## src/hdl/psvb_ram.sv

```systemverilog
// Generic single-port-write, single-port-read RAM with registered read data.
`default_nettype none
module psvb_ram #(
  parameter int WIDTH = 8,
  parameter int DEPTH = 16,
  localparam int AW = (DEPTH > 1) ? $clog2(DEPTH) : 1
) (
  input  wire logic                 clk_i,
  input  wire logic                 we_i,
  input  wire logic [AW-1:0]        waddr_i,
  input  wire logic [WIDTH-1:0]     wdata_i,
  input  wire logic                 re_i,
  input  wire logic [AW-1:0]        raddr_i,
  output logic      [WIDTH-1:0]     rdata_o
);
  logic [WIDTH-1:0] mem_q [DEPTH];
  logic [WIDTH-1:0] rdata_q;

  always_ff @(posedge clk_i) begin
    if (we_i) begin
      mem_q[waddr_i] <= wdata_i;
    end
    if (re_i) begin
      rdata_q <= mem_q[raddr_i];
    end
  end

  assign rdata_o = rdata_q;

endmodule
`default_nettype wire

```

## config.mk

```make
export PLATFORM = sky130hd
export DESIGN_NAME = psvb_ram
export DESIGN_NICKNAME = d
export VERILOG_FILES = /design/src/hdl/psvb_ram.sv
export SDC_FILE = /design/constraint.sdc
export NUM_CORES = 1
export LEC_CHECK = 0
export BUFFER_PORTS_ARGS = -buffer_cell sky130_fd_sc_hd__buf_4
export CAP_MARGIN = 20
export CELL_PAD_IN_SITES_DETAIL_PLACEMENT = 0
export CELL_PAD_IN_SITES_GLOBAL_PLACEMENT = 2
export CORE_UTILIZATION = 43
export DETAILED_ROUTE_END_ITERATION = 7
export PLACE_DENSITY = 0.83
export SKIP_CTS_REPAIR_TIMING = 1
export SLEW_MARGIN = 0
export SYNTH_ARGS = -nofsm -noshare
export SYNTH_HDL_FRONTEND = slang
export SYNTH_SLANG_ARGS = --single-unit
```

## constraint.sdc

```tcl
create_clock -name clk_i -period 1.8 [get_ports clk_i]
set_clock_uncertainty 0.15 [all_clocks]
set_input_delay 0.09 -clock clk_i [delete_from_list [all_inputs] [get_ports clk_i]]
set_output_delay 0.09 -clock clk_i [all_outputs]
set_load 0.02 [all_outputs]
```

-- After elaboration in Yosys (flattened, before gate mapping)
Memories as Yosys holds them, arrays and structs flattened. A register that Yosys moved wholly into a read port is not among the register bits.
Index checks and enable logic that the tools add are counted.
Widths: inputs -> output; s select.
- bits in read-only memories: 0
- memories: 1
- flip-flop bits (word level): 0
- output and inout port bits: 8
- latch bits: 0
- memory bits (writable): 128
- word-level logic and storage cells: 3
- bits of input ports: 19
- memories (name ; depth ; width ; rd ports ; clocked after Yosys merged registers in ; wr ports ; RTL line ; RTL):
    mem_q ; 16 ; 8 ; 1 ; 1 ; 1 ; 16 ; logic [WIDTH-1:0] mem_q [DEPTH];
- add/subtract/negate cells: 0
- div/mod/pow operators: 0
- order comparisons: 0
- bitwise logic cells: 0
- reductions and logical operators: 0
- multiplexer cells: 2
- multiply operators: 0
- shift-type cells: 0
- equality and inequality tests: 0
- operators by type and width (kind ; number):
    $mux 1 ; 2

-- Longest topological paths before layout
Gate-level depths: netlist of run 1.
- word-level depth: 2
- mapped depth: 5
- mapped depth without buffers: 3

-- Least setup slack after synthesis of run 1
OpenSTA, ideal clock, no wires.
- path type: in2reg
- start: in waddr_i[2]
- end: mem mem_q[0][0] (enable)
- buffers on the path: 0
- path slack: 0.067 ns
- data arrival time: 1.200 ns
- setup time: 0.383 ns
- data required time: 1.267 ns
- cell stages on the path: 2
- path through: or3b_2 -> nor3_1
- RTL lines (what ; RTL line ; RTL):
    start, declared ; 10 ; input wire logic [AW-1:0] waddr_i,
    end, declared ; 16 ;
Straight into the memory's write port.

==> results of run 1 <==
-- worst paths after layout --
kind | end | slack [ps] | startpoint | depth (start not counted)
setup reg to reg | rdata_o[0] | 100 | mem_q[1][0] | 3
hold reg to reg | rdata_o[1] | 600 | mem_q[8][1] | 3
hold / removal | mem_q[12][4] | 60 | waddr_i[0] | 3
setup / recovery | rdata_o[0] | 100 | mem_q[1][0] | 3
-- per-stage QoR --
stage,setup TNS (ps),worst slack (ps),total power (W)
global route,0,59.1,0.00728
floorplan,0,67.1,0.00385
CTS,0,71.2,0.00708
detailed placement,-13.8,-13.8,0.00403
global placement,0,4.37,0.00402
finish,0,95.3,0.00705
-- critical path: stages (launching register included) --
cell and delay, ps:
edfxtp_1 370, mux4_1 530, a22oi_1 290, nand2_1 110
-- cells by family after synthesis --
group                  after synthesis  synth area share (%)
and+or+nand+nor                     35                  3.14
DFF                                136                  78.1
buffers and inverters               10                  1.65
AOI/OAI and AO/OA                   16                  2.30
muxes                               32                  14.8
-- layer usage --
layer  wire (microns)  global-route usage (%)  up-vias  share of wire, %
li1                 -                       -     1118                 -
met1             4140                    21.6     1263                43
met2             4840                    27.5       71                51
met3              426                    5.18       10               4.5
met4              143                    5.78        0               1.5
met5                0                       0        -                 0
-- cell type report --
cell class | count | area [sq um]
Fill cell | 884 | 5260
Sequential cell | 136 | 4080
Multi-Input combinational cell | 83 | 1060
Timing Repair Buffer | 59 | 503
Clock buffer | 17 | 425
Tap cell | 143 | 179
Clock inverter | 14 | 109
-- synth_stat cells, drive strengths merged --
master,count,area [sq um]
a22oi,16,120
and2,1,6.26
and2b,1,7.51
buf,7,56.3
clkdlybuf4s25,3,30.0
edfxtp,136,4080
mux4,32,773
nand2,9,33.8
nand2b,2,12.5
nand3,1,5.00
nand3b,2,15.0
nor2,13,48.8
nor2b,1,6.26
nor3,4,20.0
or3b,1,8.76
-- flip-flops by register name (all words and copies together) (netlist names) --
name / cells
mem_q: 128
rdata_o: 8
-- where the power goes --
group	leakage (nW)	internal (W)	switching, W
logic	0.672	0.000182	0.000199
registers	1.24	0.00357	0.0000214
clock network	0.265	0.00187	0.00121
total	2.17	0.00562	0.00143
==> reports/metrics.csv, run 1 <==
metric;value;unit
WL/cell;21.1;microns
Via density;5.45;
gr ovfl total;0;
leakage;2.17;nW
Final Net Count;316;
syn_area_per_cell;22.8;sq um
Post-Place Cells;412;
mapped cell area;5230;sq um
TritonCTS buffer count;17;
register area share after synthesis;78.1;%
total track usage;16.8;%
first-pass GRT wire length;14900;microns
Post-Layout Cell Count;452;
minimum clock period;1700;ps
CTS tree;yes;
Pwr Density;1110;nW/um^2
post-layout util;54.7;%
flops & latches, synth;136;
pin count of the biggest net entering global routing;19;
worst path required time;1790;ps
Worst Max-Slew Pin Slew;386;ps
commonest non-fill, non-tap cell in the layout;edfxtp_1;
die area;12600;sq um
# rows;39;
share of post-route cells with drive strength above 1;31.4;%
WL final;9540;microns
placed inst area;5730;sq um
vias in the first global route;2581;
design area;6360;sq um
router iterations before antenna repair;6;
worst hold margin;56.4;ps
via count;2462;
Clock Tree Root;clkbuf_16;
initial antenna violation count;0;
clk sinks;136;
Max VDD drop;0.625;mV
HP Class;in2reg;
most frequent cells in the layout;edfxtp_1 (136), buf_4 (47), mux4_2 (18), clkbuf_16 (17), a22oi_1 (16);
Post-DRT Antenna Nets;0;
Die Span Y;112;microns
Worst Setup Path Type;reg2reg;
Final period util;94.7;%
Syn Nets;248;
RSZ-0062 raised after global routing;no;
DRC;3;
Reg clk slew, reported paths;60;ps
Startpoint Class;flip-flop;
deepest clock path buffer count;2;
Final Max Tran Viols;0;
DPL Wire Length;6310;microns
final hold viol count;0;
I/O pin count;27;
Max Cap Viol;0;
initial core utilization;45.0;%
yosys warns;0;
Setup Viol. Count Final;0;
violated checks;design-rule violations;
Cell variety after synth;18;
run status;finished with violations;
Final GP Congestion;0.682;
core footprint;11600;sq um
fmax;0.587;GHz
Worst setup EP type;flip-flop;
IO buf count;26;
Syn Inst Count;229;
Synth-to-Final Area Change;21.6;%
Max H-tree Level;4;
Clk Latency, worst-skew pair;400;ps
Slew headroom;74.2;%
die width;112;microns
1st-iter DRT viols;195;
ant diodes;0;
WP data arrival;1690;ps
CP Max Fanout;1;
Note: power is estimated with default switching activity, not from simulation.
==> inputs of run 2 (changes only) <==
Settings changed: CORE_ASPECT_RATIO set to 0.6, CORE_UTILIZATION 43 to 48, PLACE_DENSITY 0.83 to 0.87.
Clock period 1.8 ns to 1.74 ns, I/O delays scaled along.
==> run 2 against run 1 <==
  * Final area down 0.16%
  * Largest power group unchanged
  * Critical path depth unchanged
  * Non-clock buffer count is 1 lower
  * The run now ends clean
  * Register-to-register slack gained 30 ps
  * Highest routed layer unchanged
  * Total power up 3.8%
==> reports/metrics.csv, run 2 (synthesis gave the netlist of run 1 again) <==
metric;value;unit
initial antenna violation count;0;
DPL Wire Length;6300;microns
run status;completed;
Worst Max-Slew Pin Slew;837;ps
RR Endpoint;rdata_o[5];
Clock Tree Root;clkbuf_16;
RSZ-0062 raised after global routing;no;
Hold Crit Depth;3;
Slew headroom;44.1;%
Largest Register;mem_q;
Worst Hold Launch;waddr_i[0];
R2R setup slack;120;ps
commonest non-fill, non-tap cell in the layout;edfxtp_1;
pin count of the biggest net entering global routing;17;
Pwr Density;1150;nW/um^2
final worst setup slack;122;ps
final hold viol count;0;
worst hold margin;54.7;ps
Setup Viol. Count Final;0;
total track usage;19.9;%
most frequent cells in the layout;edfxtp_1 (136), buf_4 (46), mux4_2 (18), clkbuf_16 (17), a22oi_1 (16);
setup TNS;0;ps
leakage;2.15;nW
CP Max Fanout;1;
IO buf count;26;
Clk Latency, worst-skew pair;410;ps
Startpoint Class;flip-flop;
share of post-route cells with drive strength above 1;31.1;%
WL final;10100;microns
WL/cell;22.6;microns
Final period util;93.0;%
first-pass GRT wire length;15300;microns
Place WS;7.05;ps
gr ovfl total;0;
# rows;29;
Final Net Count;315;
CTS tree;yes;
Worst setup EP type;flip-flop;
WP data arrival;1620;ps
TritonCTS buffer count;17;
router iterations before antenna repair;4;
reg2reg start;mem_q[9][5];
clk sinks;136;
Final GP Congestion;0.742;
DRC;0;
Via density;5.63;
Max Cap Viol;0;
vias in the first global route;2526;
die area;11300;sq um
fmax;0.618;GHz
Worst Reg-to-Reg Cells;3;
deepest clock path buffer count;2;
ant diodes;0;
Die Span Y;82.8;microns
initial core utilization;49.3;%
Largest register FFs;128;
Max H-tree Level;4;
via count;2520;
HP Class;in2reg;
I/O pin count;27;
minimum clock period;1620;ps
Worst Setup Path Type;reg2reg;
core footprint;10600;sq um
Max VDD drop;0.768;mV
Power, Total;0.00732;W
worst path required time;1740;ps
Post-DRT Antenna Nets;0;
Reg clk slew, reported paths;60;ps
Final Max Tran Viols;0;
die width;137;microns
1st-iter DRT viols;212;
Synth-to-Final Area Change;21.4;%
Worst Hold End;mem_q[8][6];
## run 2: through the flow
| stage | instances | utilization, % | instance area [sq um] |
|---|---|---|---|
| after floorplan | 229 | - | 5230 |
| after global placement | 407 | 54.0 | 5720 |
| after detailed placement | 407 | 54.0 | 5720 |
| after CTS | 439 | 59.1 | 6260 |
| after global routing | 448 | 59.9 | 6350 |
| final | 448 | 59.9 | 6350 |
## run 2: area by class of cell
cell class              count  area [sq um]
multi-input cells          83          1060
well taps                 139           174
clock buffers              17           425
fillers                   747          4250
flip-flops and latches    136          4080
repair buffers             58           495
clock inverters            15           111
## run 2: critical path, stage by stage (launching register included)
cell	delay [ps]
edfxtp_1	370
mux4_1	510
a22oi_1	260
nand2_1	70
## run 2: how the worst max path moves through the flow
stage,startpoint,end,slack [ps],depth (start not counted)
5_1_grt,mem_q[9][5],rdata_o[5],30,3
3_3_place_gp,raddr_i[0],rdata_o[5],30,5
2_1_floorplan,waddr_i[2],mem_q[0][0],10,2
3_5_place_dp,raddr_i[0],rdata_o[5],7,5
6_report,mem_q[9][5],rdata_o[5],120,3
4_1_cts,mem_q[9][5],rdata_o[5],120,3
## run 2: per-layer routing
metal	vias to the layer above	routed length (microns)	part of all wire [%]	global-route usage [%]
met3	10	977	9.7	5.56
li1	1116	-	-	-
met1	1302	4400	44	29.9
met4	0	108	1.1	7.68
met5	-	0	0	0
met2	92	4610	46	27.9
## run 2: where the power goes
| part | total [W] | leakage, nW | switching (W) | internal (W) |
|---|---|---|---|---|
| Clock | 0.00321 | 0.251 | 0.00128 | 0.00193 |
| Sequential | 0.00371 | 1.24 | 0.0000209 | 0.00369 |
| Combinational | 0.000395 | 0.666 | 0.000208 | 0.000187 |
| Total | 0.00732 | 2.15 | 0.00151 | 0.00581 |
