File: src/hdl/psvb_pkg.sv
// Shared types, constants and table functions of the sine voice bank.
`default_nettype none
package psvb_pkg;

  localparam int MODE_W     = 2;
  localparam int NOTE_W     = 7;
  localparam int VEL_W      = 7;
  localparam int GAIN_W     = 16;
  localparam int QTR_W      = 15;   // quarter-wave magnitude, 0..32767
  localparam int SINE_W     = 16;
  localparam int SV_W       = 24;   // sine * velocity
  localparam int PROD_W     = 41;   // sine * velocity * gain
  localparam int SAMPLE_W   = 23;
  localparam int IN_TDATA_W  = 16;
  localparam int OUT_TDATA_W = 24;

  localparam logic [GAIN_W-1:0] GAIN_RESET = 16'd7864;

  // Output rounding: |acc| / (127 * 2^16), half away from zero.
  localparam logic [22:0] MIX_RND = 23'd4161536;
  // At or above this quotient numerator (after the >>16) the result saturates.
  localparam logic [29:0] SAT_T   = 30'd532676608;
  // floor(2^37 / 127)
  localparam logic [30:0] RECIP   = 31'd1082196484;
  localparam int RECIP_SH = 37;

  localparam logic signed [SAMPLE_W-1:0] OUT_MAX = 23'sd4194303;
  localparam logic signed [SAMPLE_W-1:0] OUT_MIN = -23'sd4194304;

  localparam logic [31:0] HALF_PI_Q30 = 32'd1686629713;

  // Notes 120..131 in Q16 Hz.
  localparam logic [31:0] TOP_OCT_Q16 [12] = '{
    32'd548668578, 32'd581294109, 32'd615859655, 32'd652480576,
    32'd691279090, 32'd732384684, 32'd775934544, 32'd822074013,
    32'd870957077, 32'd922746880, 32'd977616265, 32'd1035748353
  };

  typedef enum logic [MODE_W-1:0] {
    MODE_NOTE_ON  = 2'd0,
    MODE_NOTE_OFF = 2'd1,
    MODE_TICK     = 2'd2,
    MODE_CLEAR    = 2'd3
  } mode_e;

  typedef struct packed {
    logic vld;
    logic first;
    logic last;
  } mac_ctl_t;

  // Quarter-wave entry: round(32767 * sin(pi/2 * idx / 2^tbits)), Taylor series in Q30.
  function automatic logic [QTR_W-1:0] quarter_value(input int unsigned idx,
                                                     input int unsigned tbits);
    logic [63:0] x;
    logic [63:0] x2;
    logic [63:0] term;
    logic [63:0] sum;
    logic [63:0] v;
    x    = (64'(HALF_PI_Q30) * 64'(idx)) >> tbits;
    x2   = (x * x) >> 30;
    term = x;
    sum  = x;
    term = ((term * x2) >> 30) / 64'd6;
    sum  = sum - term;
    term = ((term * x2) >> 30) / 64'd20;
    sum  = sum + term;
    term = ((term * x2) >> 30) / 64'd42;
    sum  = sum - term;
    term = ((term * x2) >> 30) / 64'd72;
    sum  = sum + term;
    term = ((term * x2) >> 30) / 64'd110;
    sum  = sum - term;
    term = ((term * x2) >> 30) / 64'd156;
    sum  = sum + term;
    term = ((term * x2) >> 30) / 64'd210;
    sum  = sum - term;
    v = (sum * 64'd32767 + (64'd1 << 29)) >> 30;
    if (v > 64'd32767) begin
      v = 64'd32767;
    end
    return v[QTR_W-1:0];
  endfunction

endpackage
`default_nettype wire

File: src/hdl/psvb_scale.sv
// Rounds the accumulated mix by 127 * 2^16 and saturates it to the output format.
`default_nettype none
module psvb_scale
  import psvb_pkg::*;
#(
  parameter int ACC_W = 49
) (
  input  wire logic                    clk_i,
  input  wire logic                    rst_ni,
  input  wire logic                    start_i,
  input  wire logic signed [ACC_W-1:0] acc_i,
  output logic signed [SAMPLE_W-1:0]   sample_o,
  output logic                         done_o
);
  localparam int MW = ACC_W + 1;
  localparam int TW = (ACC_W - 16 > 30) ? (ACC_W - 16) : 30;
  localparam int PW = 61;
  localparam int QW = PW - RECIP_SH;

  logic [3:0]                  vld_q;
  logic                        done_q;

  logic [ACC_W-1:0]            mag_d, mag_q;
  logic                        neg1_q, neg2_q, neg3_q, neg4_q;
  logic [MW-1:0]               m_w;
  logic [TW-1:0]               t_w;
  logic [29:0]                 t2_q, t3_q;
  logic                        sat2_q, sat3_q, sat4_q;
  logic [PW-1:0]               prod_d, prod_q;
  logic [QW-1:0]               qest_w, q4_q, qfix_w;
  logic [30:0]                 r_d, r4_q;
  logic signed [SAMPLE_W-1:0]  sample_d, sample_q;

  always_comb begin
    mag_d  = acc_i[ACC_W-1] ? ACC_W'(-acc_i) : ACC_W'(acc_i);
    m_w    = MW'(mag_q) + MW'(MIX_RND);
    t_w    = TW'(m_w >> 16);
    prod_d = PW'(t2_q) * PW'(RECIP);
    qest_w = prod_q[PW-1:RECIP_SH];
    // estimate is exact or one low
    r_d    = 31'(t3_q) - 31'({qest_w, 7'd0} - {7'd0, qest_w});
    qfix_w = (r4_q >= 31'd127) ? q4_q + QW'(1) : q4_q;
    if (sat4_q) begin
      sample_d = neg4_q ? OUT_MIN : OUT_MAX;
    end else if (neg4_q) begin
      sample_d = -$signed(SAMPLE_W'(qfix_w));
    end else begin
      sample_d = $signed(SAMPLE_W'(qfix_w));
    end
  end

  always_ff @(posedge clk_i or negedge rst_ni) begin
    if (!rst_ni) begin
      vld_q  <= '0;
      done_q <= 1'b0;
    end else begin
      vld_q  <= {vld_q[2:0], start_i};
      done_q <= vld_q[3];
    end
  end

  always_ff @(posedge clk_i) begin
    mag_q  <= mag_d;
    neg1_q <= acc_i[ACC_W-1];
    t2_q   <= t_w[29:0];
    sat2_q <= (t_w >= TW'(SAT_T));
    neg2_q <= neg1_q;
    prod_q <= prod_d;
    t3_q   <= t2_q;
    sat3_q <= sat2_q;
    neg3_q <= neg2_q;
    q4_q   <= qest_w;
    r4_q   <= r_d;
    sat4_q <= sat3_q;
    neg4_q <= neg3_q;
    if (vld_q[3]) begin
      sample_q <= sample_d;
    end
  end

  assign sample_o = sample_q;
  assign done_o   = done_q;

endmodule
`default_nettype wire

File: config.mk
export PLATFORM = sky130hd
export DESIGN_NAME = psvb_scale
export DESIGN_NICKNAME = d
export VERILOG_FILES = /design/src/hdl/psvb_pkg.sv /design/src/hdl/psvb_scale.sv
export SDC_FILE = /design/constraint.sdc
export NUM_CORES = 1
export LEC_CHECK = 0
export ABC_AREA = 1
export BUFFER_PORTS_ARGS = -buffer_cell sky130_fd_sc_hd__buf_2
export CAP_MARGIN = 20
export CORE_MARGIN = 3
export CORE_UTILIZATION = 38
export DETAILED_ROUTE_END_ITERATION = 8
export HOLD_SLACK_MARGIN = 0.15
export SYNTH_ARGS = -nofsm -noshare
export SYNTH_HDL_FRONTEND = slang
export SYNTH_SLANG_ARGS = --single-unit
File: constraint.sdc
create_clock -name clk_i -period 9.1 [get_ports clk_i]
set_input_delay 0.91 -clock clk_i [delete_from_list [all_inputs] [get_ports clk_i]]
set_output_delay 0.91 -clock clk_i [all_outputs]
set_load 0.01 [all_outputs]
-- After elaboration in Yosys (flattened, before gate mapping)
Cells that the tools add are included.
- register bits: 257
- input port bits: 52
- logic and storage cells: 31
- add/subtract/negate cells: 6
- $mul: 1
- $lt $le $gt $ge: 2
- multiplexer cells: 5
- operators by type and width (kind ; number):
    $mux 23 ; 4
    $mul 30x29->59 const B ; 1
    $add 49x22->49 const B ; 1
    $neg 49->49 ; 1
    $mux 48 ; 1
    $ge 33x29->1 const B ; 1
    $ge 31x7->1 const B ; 1
    $sub 30x31->31 ; 1
    $sub 31x24->31 ; 1
    $add 23x1->23 const B ; 1
    $neg 23->23 ; 1

-- Depth between registers and ports, before layout
- word-level depth: 5
- depth in mapped cells: 24
- mapped depth without buffers: 23

-- Worst setup path before layout
OpenSTA, ideal clock, no wires.
- kind: register -> register
- start point: reg t2_q[7]
- end point: reg prod_q[58]
- arrival time: 4229 ps
- slack: 4759 ps
- stages on the path, launching flop included: 23
- path buffers: 1
- clock period less this slack: 4341 ps
- cells stage by stage: dfxtp_1 > ha_1 > ha_1 > or2_2 > and2_1 > buf_2 > ha_1 > or2_2 > ha_1 > ha_1 > inv_1 > fa_1 > inv_1 > ha_1 > a21oi_1 > o21ai_0 > o21bai_1 > a211oi_1 > o21ai_0 > nand2_1 > nand2_1 > nand2_1 > nand2_1
- cells in the longest elaborated chain, start to end: 1
- RTL lines (element ; line ; source):
    from (decl) ; psvb_scale.sv:27 ; logic [29:0] t2_q, t3_q;
    from (signal assigned) ; psvb_scale.sv:65 ; t2_q <= t_w[29:0];
    $mul 30x29->59 ; psvb_scale.sv:38 ; prod_d = PW'(t2_q) * PW'(RECIP);
    net prod_d[58] ; psvb_scale.sv:29 ; logic [PW-1:0] prod_d, prod_q;
    to (signal assigned) ; psvb_scale.sv:68 ; prod_q <= prod_d;
    to (decl) ; psvb_scale.sv:29 ;
The timed path passes the listed nets, and every way through them passes these cells.
A chain may end at the register's enable or synchronous reset.

-- Worst setup path in the final report
Same ends and word-level chain as after synthesis.

==> impl.org <==
** Logic synthesis
- Part of the Yosys area used for sequential elements :: 27.0%
- Yosys mapped the design onto 53 distinct sky130hd cell types.
- Proportion of synthesized flip-flops having asynchronous set or reset :: 2.42%
- Post-synth design cell area :: 16300 um2
- For this run, the leading register cell type out of synthesis is dfxtp_1.
- After synthesis, the mean cell area works out to 7.67 um2.
- For this run, the number of Yosys warnings is 0.
- Most repeated cell in the gate-level netlist after synthesis :: nand2_1
- Sorting the synthesized cells by area gives the leading types as dfxtp_1 (22%), ha_1 (19%), nand2_1 (9.0%), inv_1 (8.8%), fa_1 (7.1%).
- The synthesized design spends more area on one cell type than any other, namely dfxtp_1.
- Most instantiated cells after synthesis :: nand2_1 (389), inv_1 (382), ha_1 (242), nor2_1 (234), dfxtp_1 (179)
- Number of instances in the synthesized netlist :: 2122
- Synth top area share :: 22.0%
- Post-Synthesis Net Count :: 2474
- After synthesis the netlist holds a flip-flop and latch count of 207.
- Number of flops mapped to enable cells by yosys :: 23

** STA
- Post-Route Skew :: 26.1 ps
- Final critical delay including setup and external delays :: 4790 ps
- Summed over all failing endpoints, the final setup total negative slack is 0 ps.
- Of the available clock period, the critical path in the final layout requires 52.7%.
- Unrepaired setup endpoints after global routing :: false
- Worst slew margin :: 41.1%
- Slew Viols, Final :: 0
- Number of failing setup endpoints in the final timing report :: 0
- Top achievable clock speed :: 209 MHz
- For the pin with the worst max-slew slack, the measured transition is 884 ps.
- Number of endpoints with negative hold slack in the final report :: 0
- Worst Hold Margin :: 309 ps

** Power
- The internal portion of the total power is 3730 uW.
- Dividing total power by cell area gives a power density of 408 nW/um2.
- Combinational cells account for 65.0% of the total power.
- The clock network burns 15.3% of the power.
- In this run the power spent charging and discharging nets is 3720 uW.
- Worst IR drop on VDD :: 154 uV
- In this run the static leakage power is 0.00927 uW.
- Switching share of total power :: 50.0%
- Registers are responsible for 19.7% of the overall power.

** Global route
- GRT met1 Usage :: 22.3%
- Global route overflow :: 0
- Across every metal layer, demand over resource in global routing totals 19.1%.
- Global routing met3 resource utilization :: 2.92%
- The number of antenna violations at the first check in global routing was 0.
- Entering global routing, the biggest net connects 42 pins.
- The first global-routing pass estimated 68.9 mm of wire.
- Highest-utilization routing layer at the global route stage :: met2
- The via count of the first global-routing pass was 13800.
- Met2 layer usage reported by global route :: 34.9%

** Clocking
- Number of buffers added by the clock tree synthesis step :: 26
- TritonCTS clock tree :: done
- Clock-pin slew was measured on the worst setup and hold paths at 60 ps.
- Root buf cell :: clkbuf_16
- Clock latency on the worst-skew pair :: 540 ps
- CTS built an H-tree with a depth of 1.
- The clock drives 207 sinks.
- The clock passes through at most 3 buffers.

** Die
- In this run the vertical extent of the chip is 213 um.
- Row count :: 75
- Die width :: 213 um
- Std-Cell Core Area :: 42100 um2
- The die covers 45300 um2.
- Once the floorplan was initialized, standard cells occupied 38.6% of the core.
- 76 I/O pins were placed.

** Placement
- During placement, the flow inserted port buffers numbering 75.
- Number of instances in the placed design :: 2722
- The congestion estimate from routability-driven global placement came to 0.910.
- The HPWL after detailed placement is 36.9 mm.

** Setup path
- STA puts the critical path data required time at 9530 ps.
- Across all register-to-register paths, the minimum setup slack is 4310 ps.
- R2R Path End :: prod_q[58]
- Worst setup path class :: reg -> reg
- For this run, the slowest stage of the critical path takes 490 ps.
- The worst setup path is launched from a flop.
- WP depth :: 21
- Critical path data arrival time :: 5230 ps
- Of all nets on the critical path, the largest fanout is 6.
- The critical path contains buffers and inverters numbering 2 combined.
- The most numerous cell type found on the critical path is ha_1.
- The worst register-to-register path has a depth of 21.
- Traced cell by cell, the critical path runs through ha_1, ha_1, or2_2, and2_1, ha_1, or2_2, ha_1, ha_1, inv_1, fa_1, inv_1, ha_1, a21oi_1, o21ai_0, o21bai_1, a211oi_1, o21ai_0, nand2_1, nand2_1, nand2_1, nand2_1.
- Type of element capturing the critical path :: flop
- The startpoint identified for the worst register-to-register timing path is t2_q[7].
- Broken down by cell family, the worst path's largest delay share belongs to adder cells.
- The critical path starts at t2_q[7].
- The most critical setup path has its endpoint at prod_q[58].
- Cell type of the slowest stage on the worst timing path :: fa_1

** Detailed routing
- Dividing the detail-routed via count by the number of cells gives 4.90.
- The first routing iteration left 571 violations.
- Before antenna repair, the detailed router went through 5 iterations.
- In the routed design, unresolved DRC markers number 0.
- Summing over every cut layer, the via total after detailed routing is 13600.
- Sum of routed wire length over all layers :: 43.0 mm
- In the final routed layout, each cell accounts on average for 15.5 um.
- Number of nets with antenna violations after detailed routing :: 0

** Layout
- At the end of the flow, the number of nets in the layout was 2564.
- Fill cells in the final layout number 4234.
- Layout area overhead :: 12.0%
- Number of standard cells in the layout, taps in and fillers out :: 2772
- Share of cells above drive strength 1 :: 7.62%

** Min path
- Type of the most critical hold path :: reg -> reg

** Flow run
- Across the run, the number of max-cap violations was 0.

** Run status
- Run status :: finished clean
[layout make-up]
class                      instances  area (um2)  share of cell area (%)
timing repair buffer              76         385                    2.11
multi-input combinational       1514       10300                    56.7
antenna                            1        2.50                  0.0137
sequential                       207        4400                    24.1
clock buffer                      34         746                    4.09
clock inverter                    14         231                    1.27
inverter                         387        1450                    7.97
tap                              539         674                    3.70
[cell families after synthesis]
group,count (synthesis),synth area share [%]
adder cells (fa/ha/maj),300,25.7
flip-flops,207,27.0
AND/OR/NAND/NOR,826,21.6
XOR/XNOR,129,6.99
AO/OA/AOI/OAI,259,9.17
buffers and inverters,401,9.45
[flip-flops by register name, summed over array words and instances (netlist names)]
register  flops
neg4_q        1
sat3_q        1
vld_q         4
neg3_q        1
t2_q         30
sat2_q        1
q4_q         23
sample_o     23
t3_q         30
sat4_q        1
prod_q       24
done_o        1
mag_q        34
r4_q         31
neg1_q        1
neg2_q        1
[routing by layer]
| metal | wire length (um) | vias up |
|---|---|---|
| met5 | 0 | - |
| met4 | 1870 | 0 |
| met3 | 1590 | 94 |
| met2 | 21400 | 270 |
| met1 | 18200 | 6223 |
| li1 | - | 6994 |
[worst min path at each step]
stage                     slack, ps  startpoint      to  cells past startpoint
final                           310      neg1_q  neg2_q                      0
after global routing            330      neg1_q  neg2_q                      0
after CTS                       310      neg1_q  neg2_q                      0
after detailed placement        310      neg1_q  neg2_q                      0
after global placement          310      sat3_q  sat4_q                      0
after floorplan                 310      neg1_q  neg2_q                      0
[what timing repair did]
item                      4_1_cts  5_1_grt
gates resized for setup         0        0
buffers inserted                0        0
hold buffers                    1        0
hold endpoints to repair        5        0
[through the flow]
| stage | total power, uW | utilization, % | setup WS, ps | cell area (um2) |
|---|---|---|---|---|
| floorplan | 4950 | - | 4760 | 16300 |
| global placement | 6300 | 40.9 | 4380 | 17200 |
| detailed placement | 6310 | 40.9 | 4300 | 17200 |
| CTS | 7510 | 43.3 | 4290 | 18200 |
| global route | 8230 | 43.3 | 4040 | 18200 |
| finish | 7440 | 43.3 | 4310 | 18200 |
[worst reg2reg max path, cell delays in order, from the launching register on]
cell and delay, ps:
dfxtp_1 330, ha_1 300, ha_1 300, or2_2 280, and2_1 230, ha_1 210, or2_2 290, ha_1 290
ha_1 280, inv_1 50, fa_1 490, inv_1 40, ha_1 320, a21oi_1 190, o21ai_0 150, o21bai_1 200
a211oi_1 190, o21ai_0 260, nand2_1 160, nand2_1 60, nand2_1 60, nand2_1 40
[cells in the final DEF (no fill, tap or decap), types with 5 or more instances in the layout]
master and n:
ha_1 242, xnor2_1 38, a21oi_1 107, nand3_1 80, clkinv_2 5, a31oi_1 12, nor2_1 234, xor2_1 90
a21o_1 7, bufinv_16 6, dfrtp_1 5, clkbuf_16 27, nor2_4 5, o21ai_1 10, nor3_1 27, nor2_2 16
buf_2 75, nand4_1 30, o21bai_1 9, nor4_1 16, edfxtp_1 23, nand2_2 11, nand2_1 389, o31ai_1 6
dfxtp_1 179, inv_1 382, o21a_1 13, fa_1 58, o21ai_0 70
[power groups by stage]
stage          registers (uW)  logic (uW)  clock network (uW)
2_1_floorplan            1360        3590                   0
3_3_place_gp             1490        4810                   0
3_5_place_dp             1490        4820                   0
4_1_cts                  1470        4860                1170
5_1_grt                  1500        5530                1200
6_report                 1460        4840                1140
Power figures use the tool's default switching activity.
